**src/design/wdu_pkg.sv**
```systemverilog
package wdu_pkg;

  localparam int unsigned CoordWidth = 32;
  localparam int unsigned DiffWidth  = CoordWidth + 2;
  localparam int unsigned NormBits   = 31;
  localparam int unsigned SumWidth   = 2 * NormBits + 2;
  localparam int unsigned RootWidth  = SumWidth / 2;
  localparam int unsigned RemWidth   = RootWidth + 2;
  localparam int unsigned QuotBits   = 15;
  localparam int unsigned NumWidth   = NormBits + QuotBits + 1;
  localparam int unsigned OutWidth   = 16;
  localparam int unsigned LenWidth   = $clog2(DiffWidth + 1);

  typedef logic signed [CoordWidth-1:0] coord_t;
  typedef logic signed [OutWidth-1:0]   comp_t;

  // normalized components and flags that ride along the root chain
  typedef struct packed {
    logic [2:0][NormBits-1:0] a;
    logic [2:0]               neg;
    logic                     zero;
    logic                     frame;
  } side_t;

  typedef struct packed {
    logic [SumWidth-1:0]  s;
    logic [RemWidth-1:0]  rem;
    logic [RootWidth-1:0] root;
    side_t                side;
  } sq_t;

  typedef struct packed {
    logic [2:0][NumWidth-1:0] rem;
    logic [NumWidth-1:0]      dsh;
    logic [2:0][QuotBits-1:0] q;
    logic [2:0]               neg;
    logic                     zero;
    logic                     frame;
  } dv_t;

endpackage

```
**src/design/wdu_sqrt_cell.sv**
```systemverilog
module wdu_sqrt_cell (
  input  logic          clk_i,
  input  logic          rst_ni,
  input  logic          valid_i,
  output logic          ready_o,
  input  wdu_pkg::sq_t  data_i,
  output logic          valid_o,
  input  logic          ready_i,
  output wdu_pkg::sq_t  data_o
);
  import wdu_pkg::*;

  logic valid_q;
  sq_t  data_q, data_d;

  assign ready_o = !valid_q || ready_i;
  assign valid_o = valid_q;
  assign data_o  = data_q;

  // one root bit: bring down two radicand bits and try the trial subtract
  always_comb begin
    logic [RemWidth+1:0] cur;
    logic [RemWidth+1:0] trial;
    cur   = {data_i.rem, data_i.s[SumWidth-1 -: 2]};
    trial = (RemWidth+2)'({data_i.root, 2'b01});
    data_d      = data_i;
    data_d.s    = data_i.s << 2;
    if (cur >= trial) begin
      data_d.rem  = RemWidth'(cur - trial);
      data_d.root = {data_i.root[RootWidth-2:0], 1'b1};
    end else begin
      data_d.rem  = RemWidth'(cur);
      data_d.root = {data_i.root[RootWidth-2:0], 1'b0};
    end
  end

  always_ff @(posedge clk_i or negedge rst_ni) begin
    if (!rst_ni) valid_q <= 1'b0;
    else if (ready_o) valid_q <= valid_i;
  end

  always_ff @(posedge clk_i) begin
    if (ready_o && valid_i) data_q <= data_d;
  end

endmodule

```
**config.mk**
```make
export PLATFORM = sky130hd
export DESIGN_NAME = wdu_sqrt_cell
export DESIGN_NICKNAME = d
export VERILOG_FILES = /design/src/design/wdu_pkg.sv /design/src/design/wdu_sqrt_cell.sv
export SDC_FILE = /design/constraint.sdc
export NUM_CORES = 1
export LEC_CHECK = 0
export ABC_AREA = 1
export BUFFER_PORTS_ARGS = -buffer_cell sky130_fd_sc_hd__buf_2
export CORE_AREA = 2 2 182 184
export DETAILED_ROUTE_END_ITERATION = 7
export DIE_AREA = 0 0 184 186
export PLACE_DENSITY_LB_ADDON = 0.08
export SLEW_MARGIN = 40
export SYNTH_ARGS = -nofsm -noshare
export SYNTH_HDL_FRONTEND = slang
export SYNTH_SLANG_ARGS = --single-unit
```
**constraint.sdc**
```tcl
create_clock -name clk_i -period 15.2 [get_ports clk_i]
set_input_delay 3.04 -clock clk_i [delete_from_list [all_inputs] [get_ports clk_i]]
set_output_delay 3.04 -clock clk_i [all_outputs]
set_load 0.02 [all_outputs]
```
==> summary.txt <==
Status = completed
Final antenna-violating net count = 0
Max-slew violations = 0
Number of setup violations in the final report = 0
Netlist area before placement = 0.00989 mm2
Final period util = 0.430
CP startpoint kind = input pin
Final min period = 6530 ps
Max Freq = 153 MHz
Number of setup buffers added after CTS = 0
Area post-placement = 0.0127 mm2
Avg Cell Area, Syn = 11.2 um2
Vias in the first global route = 7421
Crit-path max FO = 2
Hold bufs inserted after CTS = 0
Reg-to-Reg End = data_o[25]
Area grow syn2layout = 37.3%
First-pass GRT wire length = 45300 um
Max-Cap Viols = 0
Reg clk slew, reported paths = 60 ps
Hold path depth = 2
CP required = 12160 ps
Total Routing Usage GR = 0.178
Seq/Total Area, Yosys = 0.689
Yosys reg bits = 227
Layout net count = 1629
Initial DRC Count = 457
Power density cells = 120 mW/mm2
Finished Core Util = 0.421
DR pass1 iterations = 4
Syn Inst Count = 879
Synth warn = 0
Routed WL = 32300 um
Die X = 184 um
Detailed placer's ending HPWL = 26000 um
Die Ht = 186 um
Grt total ovfl = 0
Count leader, synth = nand2_1
Area share of the largest cell type after synthesis = 0.686
FFs w/ async S/R, synth = 0.00441
Io pins = 462
Startpoint of the worst hold path = valid_o
Setup Skew = 24.2 ps
Critical R2R Launch = valid_o
Core area = 0.0322 mm2
Final Cell Area = 0.0136 mm2
Root Driver = clkbuf_16
Relative slew slack = 0.476
CTS tree = yes
Starting Density = 0.307
Crit path to = ready_o
Worst skew pair latency = 530 ps
Top cell type by total area after synthesis = edfxtp_1
Worst EP arrival = 3490 ps
Residual DRC = 0
Path depth of the worst reg2reg path = 4
Fin. Hold Viols = 0
Htree depth = 1
Main area contributors after synthesis = edfxtp_1 (69%), nand2_1 (11%), inv_1 (5.4%)
Final-layout fill cell count = 3240
Clk sinks = 227
Post-synth EDFFs = 226
Total negative slack = 0 ps
Setup crit start = ready_i
Multi-input logic area = 0.00248 mm2
Vias/cell = 4.26
Drt wl/cell = 18.0 um
Number of distinct library cells after synthesis = 26
Vias = 7618
Reg-to-reg slack, setup = 13180 ps
CP endpoint kind = output port
Initial antenna violation count = 3
FF+latch area = 0.00681 mm2
RSZ-0062 raised after global routing = false
Gpl congestion = 0.900
Max VDD drop = 0.0784 mV
Die ar. = 0.0342 mm2
PortBufs = 459
Largest net degree at the start of global routing = 70
Worst slew pin tran = 778 ps
Crit Path Class = in -> out
Post-cts sizing count = 0
Clock Path Buffers = 3
Main synth FF type = edfxtp_1
Static Leak = 6.49 nW
Fraction of layout cells with a size suffix above 1 = 0.375
Row Count = 66
CTS Buf Count = 26
Synth cell count leaders = nand2_1 (290), edfxtp_1 (226), inv_1 (141), nor2_1 (49), nand3_1 (38)
Worst hold path class = reg -> reg
critical path: stages:
cell     delay (ps)
buf_2           100
inv_1           100
nand2_1          90
buf_2           170
cells in the final DEF (no fill, tap or decap), drive strengths merged, types with 11 or more instances in the layout:
cell type,count
nand3,39
xor2,15
o21ai,13
a21oi,27
buf,463
nor2,57
edfxtp,226
nand2,293
ha,34
clkinv,11
clkbuf,29
inv,142
metal layers:
layer	part of all wire	vias to the layer above	global-route usage
li1	-	3859	-
met4	0.023	4	0.0461
met3	0.088	45	0.0587
met5	0.00084	-	0
met1	0.39	3445	0.203
met2	0.50	265	0.320
through the flow:
| step | hold WS, ps | total power [W] | std cells | worst slack, ps |
|---|---|---|---|---|
| 5_1_grt | 651 | 0.00171 | 1789 | 8650 |
| 4_1_cts | 601 | 0.00166 | 1789 | 8680 |
| 6_report | 613 | 0.00163 | 1790 | 8670 |
| 3_3_place_gp | 594 | 0.00103 | 1741 | 8670 |
| 3_5_place_dp | 585 | 0.00103 | 1743 | 8680 |
| 2_1_floorplan | 768 | 0.000933 | 880 | 387 |
flip-flops by register name, indices dropped and copies added, names as in the netlist:
signal and cells:
data_o 226, valid_o 1
worst min path at each step:
stage,endpoint
6_report,valid_o
5_1_grt,valid_o
4_1_cts,valid_o
3_5_place_dp,valid_o
3_3_place_gp,valid_o
2_1_floorplan,valid_o
cells by family (layout without fill, tap and decap cells):
family / Yosys count / count (layout) / share of synthesized area
and+or+nand+nor: 406 / 406 / 0.167
DFF: 227 / 227 / 0.689
buffers and inverters: 150 / 651 / 0.0614
AOI/OAI and AO/OA: 43 / 43 / 0.0229
adders and majority gates: 34 / 34 / 0.0430
xor gates and xnor gates: 18 / 18 / 0.0159
other: 1 / 3 / 0.000379
power by group:
group | internal (W) | switching, W
Clock | 0.000372 | 0.000252
Combinational | 0.0000881 | 0.000175
Sequential | 0.000740 | 0.00000795
Total | 0.00120 | 0.000435
layout make-up:
type	count	share of cell area
Multi-Input combinational cell	503	0.183
Tap cell	408	0.0376
Inverter	142	0.0395
Timing Repair Buffer	463	0.175
Clock inverter	17	0.0122
Antenna cell	1	0.000184
Sequential cell	227	0.502
Clock buffer	29	0.0503
Power figures use the tool's default switching activity.
