[config.mk]
export PLATFORM = sky130hd
export DESIGN_NAME = wdu_div_cell
export DESIGN_NICKNAME = d
export VERILOG_FILES = /design/src/design/wdu_pkg.sv /design/src/design/wdu_div_cell.sv
export SDC_FILE = /design/constraint.sdc
export NUM_CORES = 1
export LEC_CHECK = 0
export ABC_CLOCK_PERIOD_IN_PS = 10400
export BUFFER_PORTS_ARGS = -buffer_cell sky130_fd_sc_hd__clkbuf_2
export CORE_AREA = 2 2 186 188
export DETAILED_ROUTE_END_ITERATION = 12
export DIE_AREA = 0 0 188 190
export GPL_ROUTABILITY_DRIVEN = 1
export HOLD_SLACK_MARGIN = 0.03
export PLACE_DENSITY = 0.8
export SETUP_SLACK_MARGIN = 0.1
export SYNTH_ARGS = -nofsm -noshare
export SYNTH_HDL_FRONTEND = slang
export SYNTH_SLANG_ARGS = --single-unit
export TNS_END_PERCENT = 100
[constraint.sdc]
create_clock -name clk_i -period 10.4 [get_ports clk_i]
set_input_delay 0.52 -clock clk_i [delete_from_list [all_inputs] [get_ports clk_i]]
set_output_delay 0.52 -clock clk_i [all_outputs]
set_load 0.005 [all_outputs]
[src/design/wdu_pkg.sv]
package wdu_pkg;

  localparam int unsigned CoordWidth = 32;
  localparam int unsigned DiffWidth  = CoordWidth + 2;
  localparam int unsigned NormBits   = 31;
  localparam int unsigned SumWidth   = 2 * NormBits + 2;
  localparam int unsigned RootWidth  = SumWidth / 2;
  localparam int unsigned RemWidth   = RootWidth + 2;
  localparam int unsigned QuotBits   = 15;
  localparam int unsigned NumWidth   = NormBits + QuotBits + 1;
  localparam int unsigned OutWidth   = 16;
  localparam int unsigned LenWidth   = $clog2(DiffWidth + 1);

  typedef logic signed [CoordWidth-1:0] coord_t;
  typedef logic signed [OutWidth-1:0]   comp_t;

  // normalized components and flags that ride along the root chain
  typedef struct packed {
    logic [2:0][NormBits-1:0] a;
    logic [2:0]               neg;
    logic                     zero;
    logic                     frame;
  } side_t;

  typedef struct packed {
    logic [SumWidth-1:0]  s;
    logic [RemWidth-1:0]  rem;
    logic [RootWidth-1:0] root;
    side_t                side;
  } sq_t;

  typedef struct packed {
    logic [2:0][NumWidth-1:0] rem;
    logic [NumWidth-1:0]      dsh;
    logic [2:0][QuotBits-1:0] q;
    logic [2:0]               neg;
    logic                     zero;
    logic                     frame;
  } dv_t;

endpackage

[src/design/wdu_div_cell.sv]
module wdu_div_cell (
  input  logic          clk_i,
  input  logic          rst_ni,
  input  logic          valid_i,
  output logic          ready_o,
  input  wdu_pkg::dv_t  data_i,
  output logic          valid_o,
  input  logic          ready_i,
  output wdu_pkg::dv_t  data_o
);
  import wdu_pkg::*;

  logic valid_q;
  dv_t  data_q, data_d;

  assign ready_o = !valid_q || ready_i;
  assign valid_o = valid_q;
  assign data_o  = data_q;

  // one quotient bit per lane against the shifted divisor
  always_comb begin
    data_d     = data_i;
    data_d.dsh = data_i.dsh >> 1;
    for (int i = 0; i < 3; i++) begin
      if (data_i.rem[i] >= data_i.dsh) begin
        data_d.rem[i] = data_i.rem[i] - data_i.dsh;
        data_d.q[i]   = {data_i.q[i][QuotBits-2:0], 1'b1};
      end else begin
        data_d.q[i]   = {data_i.q[i][QuotBits-2:0], 1'b0};
      end
    end
  end

  always_ff @(posedge clk_i or negedge rst_ni) begin
    if (!rst_ni) valid_q <= 1'b0;
    else if (ready_o) valid_q <= valid_i;
  end

  always_ff @(posedge clk_i) begin
    if (ready_o && valid_i) data_q <= data_d;
  end

endmodule

==> tab_implementation.tex <==
\begin{tabular}{lr}
\hline
Metric & Value \\
\hline
\multicolumn{2}{l}{\textbf{CTS}} \\
\quad Depth of the CTS H-tree & 1 \\
\quad Post-CTS Hold Fix Bufs & 1 \\
\quad TritonCTS clock tree & yes \\
\quad Buffer levels on the longest clock path & 3 \\
\quad Buffers inserted during post-CTS setup optimization & 0 \\
\quad Source-to-sink clock delay at the later pin of the worst-skew pair & $\sim$550 ps \\
\quad Total of cells resized after clock tree synthesis & 0 \\
\quad Total CTS buffers & 27 \\
\quad CTS Root Buffer Type & sky130\_fd\_sc\_hd\_\_clkbuf\_16 \\
\quad Clock sink count & approximately 240 \\
\quad Clock slew seen by the registers of the worst setup and hold paths & 60 ps \\
\multicolumn{2}{l}{\textbf{Floorplan}} \\
\quad Total die area & roughly 36000 sq um \\
\quad Starting utilization of the core area & 48.8\% \\
\quad I/O pin cnt & a little under 500 \\
\quad Die Ht & between 150 and 200 um \\
\quad Die Wd & between 150 and 200 um \\
\quad Row cnt & between 60 and 70 \\
\quad Core Footprint & approximately 34000 sq um \\
\multicolumn{2}{l}{\textbf{Timing}} \\
\quad Number of pins exceeding their max-slew limit in the final report & 0 \\
\quad Worst Max-Slew Pin Slew & 1070 ps \\
\quad Clock skew & 10.3 ps \\
\quad RSZ-0062 raised after global routing & false \\
\quad Total negative slack & 0 ps \\
\quad \# setup viols final & 0 \\
\quad Slew HR & between 20\% and 30\% \\
\quad Final period demand of the worst path & between 4000 and 5000 ps \\
\quad Maximum operating frequency & 219 MHz \\
\quad Final hold violation count & 0 \\
\quad Final clock period utilization by the worst path & 43.9\% \\
\multicolumn{2}{l}{\textbf{Cells and area}} \\
\quad Post-route cell area & $\sim$20000 sq um \\
\quad Area occupied by multi-input gates & around 8800 sq um \\
\quad Share of layout cells above drive strength 1 & roughly a quarter \\
\quad FILL cells & 2903 \\
\quad Layout net count & about 2500 \\
\quad Area of all sequential standard cells & 7140 sq um \\
\quad Synth-to-layout area growth & 21.6\% \\
\multicolumn{2}{l}{\textbf{Global routing}} \\
\quad Antenna violations before repair & 6 \\
\quad Grt total ovfl & 0 \\
\quad Vias in the first global route & around 15000 \\
\quad Wire length of the first global-routing pass & 79100 um \\
\quad Overall global routing resource usage & between 20\% and 30\% \\
\quad Pin count of the biggest net entering global routing & 94 \\
\multicolumn{2}{l}{\textbf{Synth}} \\
\quad Top post-synthesis cells by area & sky130\_fd\_sc\_hd\_\_edfxtp\_1 43\%, sky130\_fd\_sc\_hd\_\_ha\_1 11\%, sky130\_fd\_sc\_hd\_\_a21oi\_1 5.5\%, sky130\_fd\_sc\_hd\_\_nand2\_1 4.4\%, sky130\_fd\_sc\_hd\_\_o21ai\_0 4.3\% \\
\quad Distinct cell type count of the synthesized netlist & between 70 and 80 \\
\quad Area share of the largest cell type after synthesis & a little over two fifths \\
\quad \#FFs+latches synth & between 200 and 250 \\
\quad Synthesized cell area & 16600 sq um \\
\quad Part of the Yosys area used for sequential elements & 43.1\% \\
\quad Commonest register cell after synthesis & sky130\_fd\_sc\_hd\_\_edfxtp\_1 \\
\quad Number of enable flip-flop cells after synthesis & 237 \\
\quad Synthesized instance count & between 1500 and 2000 \\
\quad Library cell occupying the most area in the post-synthesis netlist & sky130\_fd\_sc\_hd\_\_edfxtp\_1 \\
\quad Post-synth net total & 2090 \\
\quad Async set-or-reset flop fraction in the synthesized netlist & less than 1\% \\
\quad Mapped Avg Cell Area & between 9 and 10 sq um \\
\quad Synth Warn \# & 0 \\
\multicolumn{2}{l}{\textbf{Drt}} \\
\quad Final wirelength & 53300 um \\
\quad Via/cell ratio & 5.74 \\
\quad First-iteration detailed-routing DRC count & $\sim$1100 \\
\quad Detailed-routing iteration count for the pre-antenna-repair pass & 5 \\
\quad WL/cell & about 20 um \\
\quad DRC errors left & 0 \\
\quad Number of vias in the routed layout & around 15000 \\
\quad Remaining antenna violation count after routing & 0 \\
\multicolumn{2}{l}{\textbf{Pwr}} \\
\quad Leakage power & about 9 nW \\
\quad Power density of the placed cells & between 100 and 150 nW/um\^{}2 \\
\quad Peak supply drop & 0.115 mV \\
\multicolumn{2}{l}{\textbf{Setup path}} \\
\quad Startpoint of the worst setup timing path & data\_i[51] \\
\quad Max FO, Critical Path & 64 \\
\quad Type of element launching the critical path & input port \\
\quad Slowest Stage Delay on Critical Path & between 800 and 900 ps \\
\quad Most numerous cell on the critical path & sky130\_fd\_sc\_hd\_\_inv\_1 \\
\quad Crit end category & flip-flop \\
\quad Critical path required time & between 10000 and 15000 ps \\
\quad Startpoint of the worst register-to-register path & valid\_o \\
\quad Worst setup path class & input port to flip-flop \\
\quad Critical path, cell by cell & clkbuf\_2 > inv\_1 > ha\_1 > nor2b\_1 > o21ai\_1 > a21oi\_1 > o31ai\_2 > nand2\_1 > a31o\_2 > a31oi\_1 > a21oi\_2 > a211oi\_4 > buf\_4 > inv\_1 > mux2\_2 \\
\quad Slowest library cell on the worst path & sky130\_fd\_sc\_hd\_\_a211oi\_4 \\
\quad Crit path DAT & around 5000 ps \\
\multicolumn{2}{l}{\textbf{Worst hold path}} \\
\quad Worst Hold Class & input port to flip-flop \\
\quad Worst min-delay path startpoint & data\_i[33] \\
\multicolumn{2}{l}{\textbf{Place}} \\
\quad GPL Wtd Cong & approximately 0.93 \\
\quad Total placed instance area & 19200 sq um \\
\quad Number of I/O port buffers & between 400 and 500 \\
\quad Final HPWL from detailed placement & between 40000 and 50000 um \\
\multicolumn{2}{l}{\textbf{Outcome}} \\
\quad Outcome & finished, final reports clean \\
\multicolumn{2}{l}{\textbf{Run}} \\
\quad Max cap viols & 0 \\
\hline
\end{tabular}
[path summary, 6_finish.rpt]
check	depth (start not counted)	to	slack (ps)
min	1	data_o[34]	140
max in group asynchronous	2	valid_o	10000
min reg2reg	2	valid_o	580
max reg2reg	4	data_o[230]	7350
max	15	data_o[207]	5830
min in group asynchronous	2	valid_o	320
[cell type report]
class,count,share of cell area [%]
tap,455,2.82
timing repair buffer,484,12.1
clock inverter,21,1.07
inverter,92,1.71
antenna,5,0.0621
clock buffer,28,3.37
sequential,238,35.4
multi-input combinational,1308,43.4
[layout by cell type (no fill, tap or decap), drive strengths merged, types with 25 or more instances in the layout]
master  count
a31oi      25
a21o       65
nand4      33
clkbuf    505
edfxtp    237
nor2       93
a21oi     183
inv        95
ha        141
xnor2      69
nand3      35
xor2       56
nand2     195
o21ai     155
o21bai     27
[per-stage QoR]
stage               hold WS (ps)  total power (W)  setup slack, ps  utilization [%]  instances
finish                       144          0.00300             5830             59.4       2631
detailed placement           300          0.00203             5260             56.7       2576
global route                 130          0.00313             5450             59.4       2629
CTS                          127          0.00301             5850             59.4       2626
floorplan                    224          0.00176             3690                -       1704
global placement             295          0.00201             5360             56.7       2576
[synthesized netlist by cell type, drive strengths merged (26+ instances only)]
cell    count
a21o       65
a21oi     183
buf        26
clkbuf     40
edfxtp    237
ha        141
inv        92
nand2     195
nand3      35
nand4      33
nor2       93
o21ai     155
o21bai     27
xnor2      69
xor2       56
[sequential cells by signal, indices dropped and copies added, names as in the netlist]
| register | cells |
|---|---|
| data_o | 237 |
| valid_o | 1 |
[power by group]
group	switching [W]	internal, W	leakage, nW
Clock	0.000417	0.000556	0.430
Sequential	0.0000264	0.00117	2.27
Combinational	0.000498	0.000334	6.32
Total	0.000942	0.00206	9.02
[metal layers]
metal,part of all wire (%),vias to the layer above,GRT usage [%]
met4,3.6,2,11.4
li1,-,7209,-
met1,41,7148,35.3
met5,0.024,-,0
met3,6.3,118,3.80
met2,49,624,50.2
[worst max-delay path, delay by kind of cell]
kind | cells | cell delay (ps)
mux | 1 | 310
compound gates | 7 | 2170
fa+ha+maj | 1 | 320
buf+inv | 4 | 1160
simple gates | 2 | 310
[kinds of logic (layout without fill, tap and decap cells)]
group                      after synthesis  after routing  synth area share (%)
other                                    1              6                0.0226
xor gates and xnor gates               125            125                  6.60
adders and majority gates              144            144                  11.0
AOI/OAI and AO/OA                      559            559                  21.1
DFF                                    238            238                  43.1
buffers and inverters                  158            625                  4.12
muxes                                   19             19                  1.28
and+or+nand+nor                        460            460                  12.8
Power figures use the tool's default switching activity.
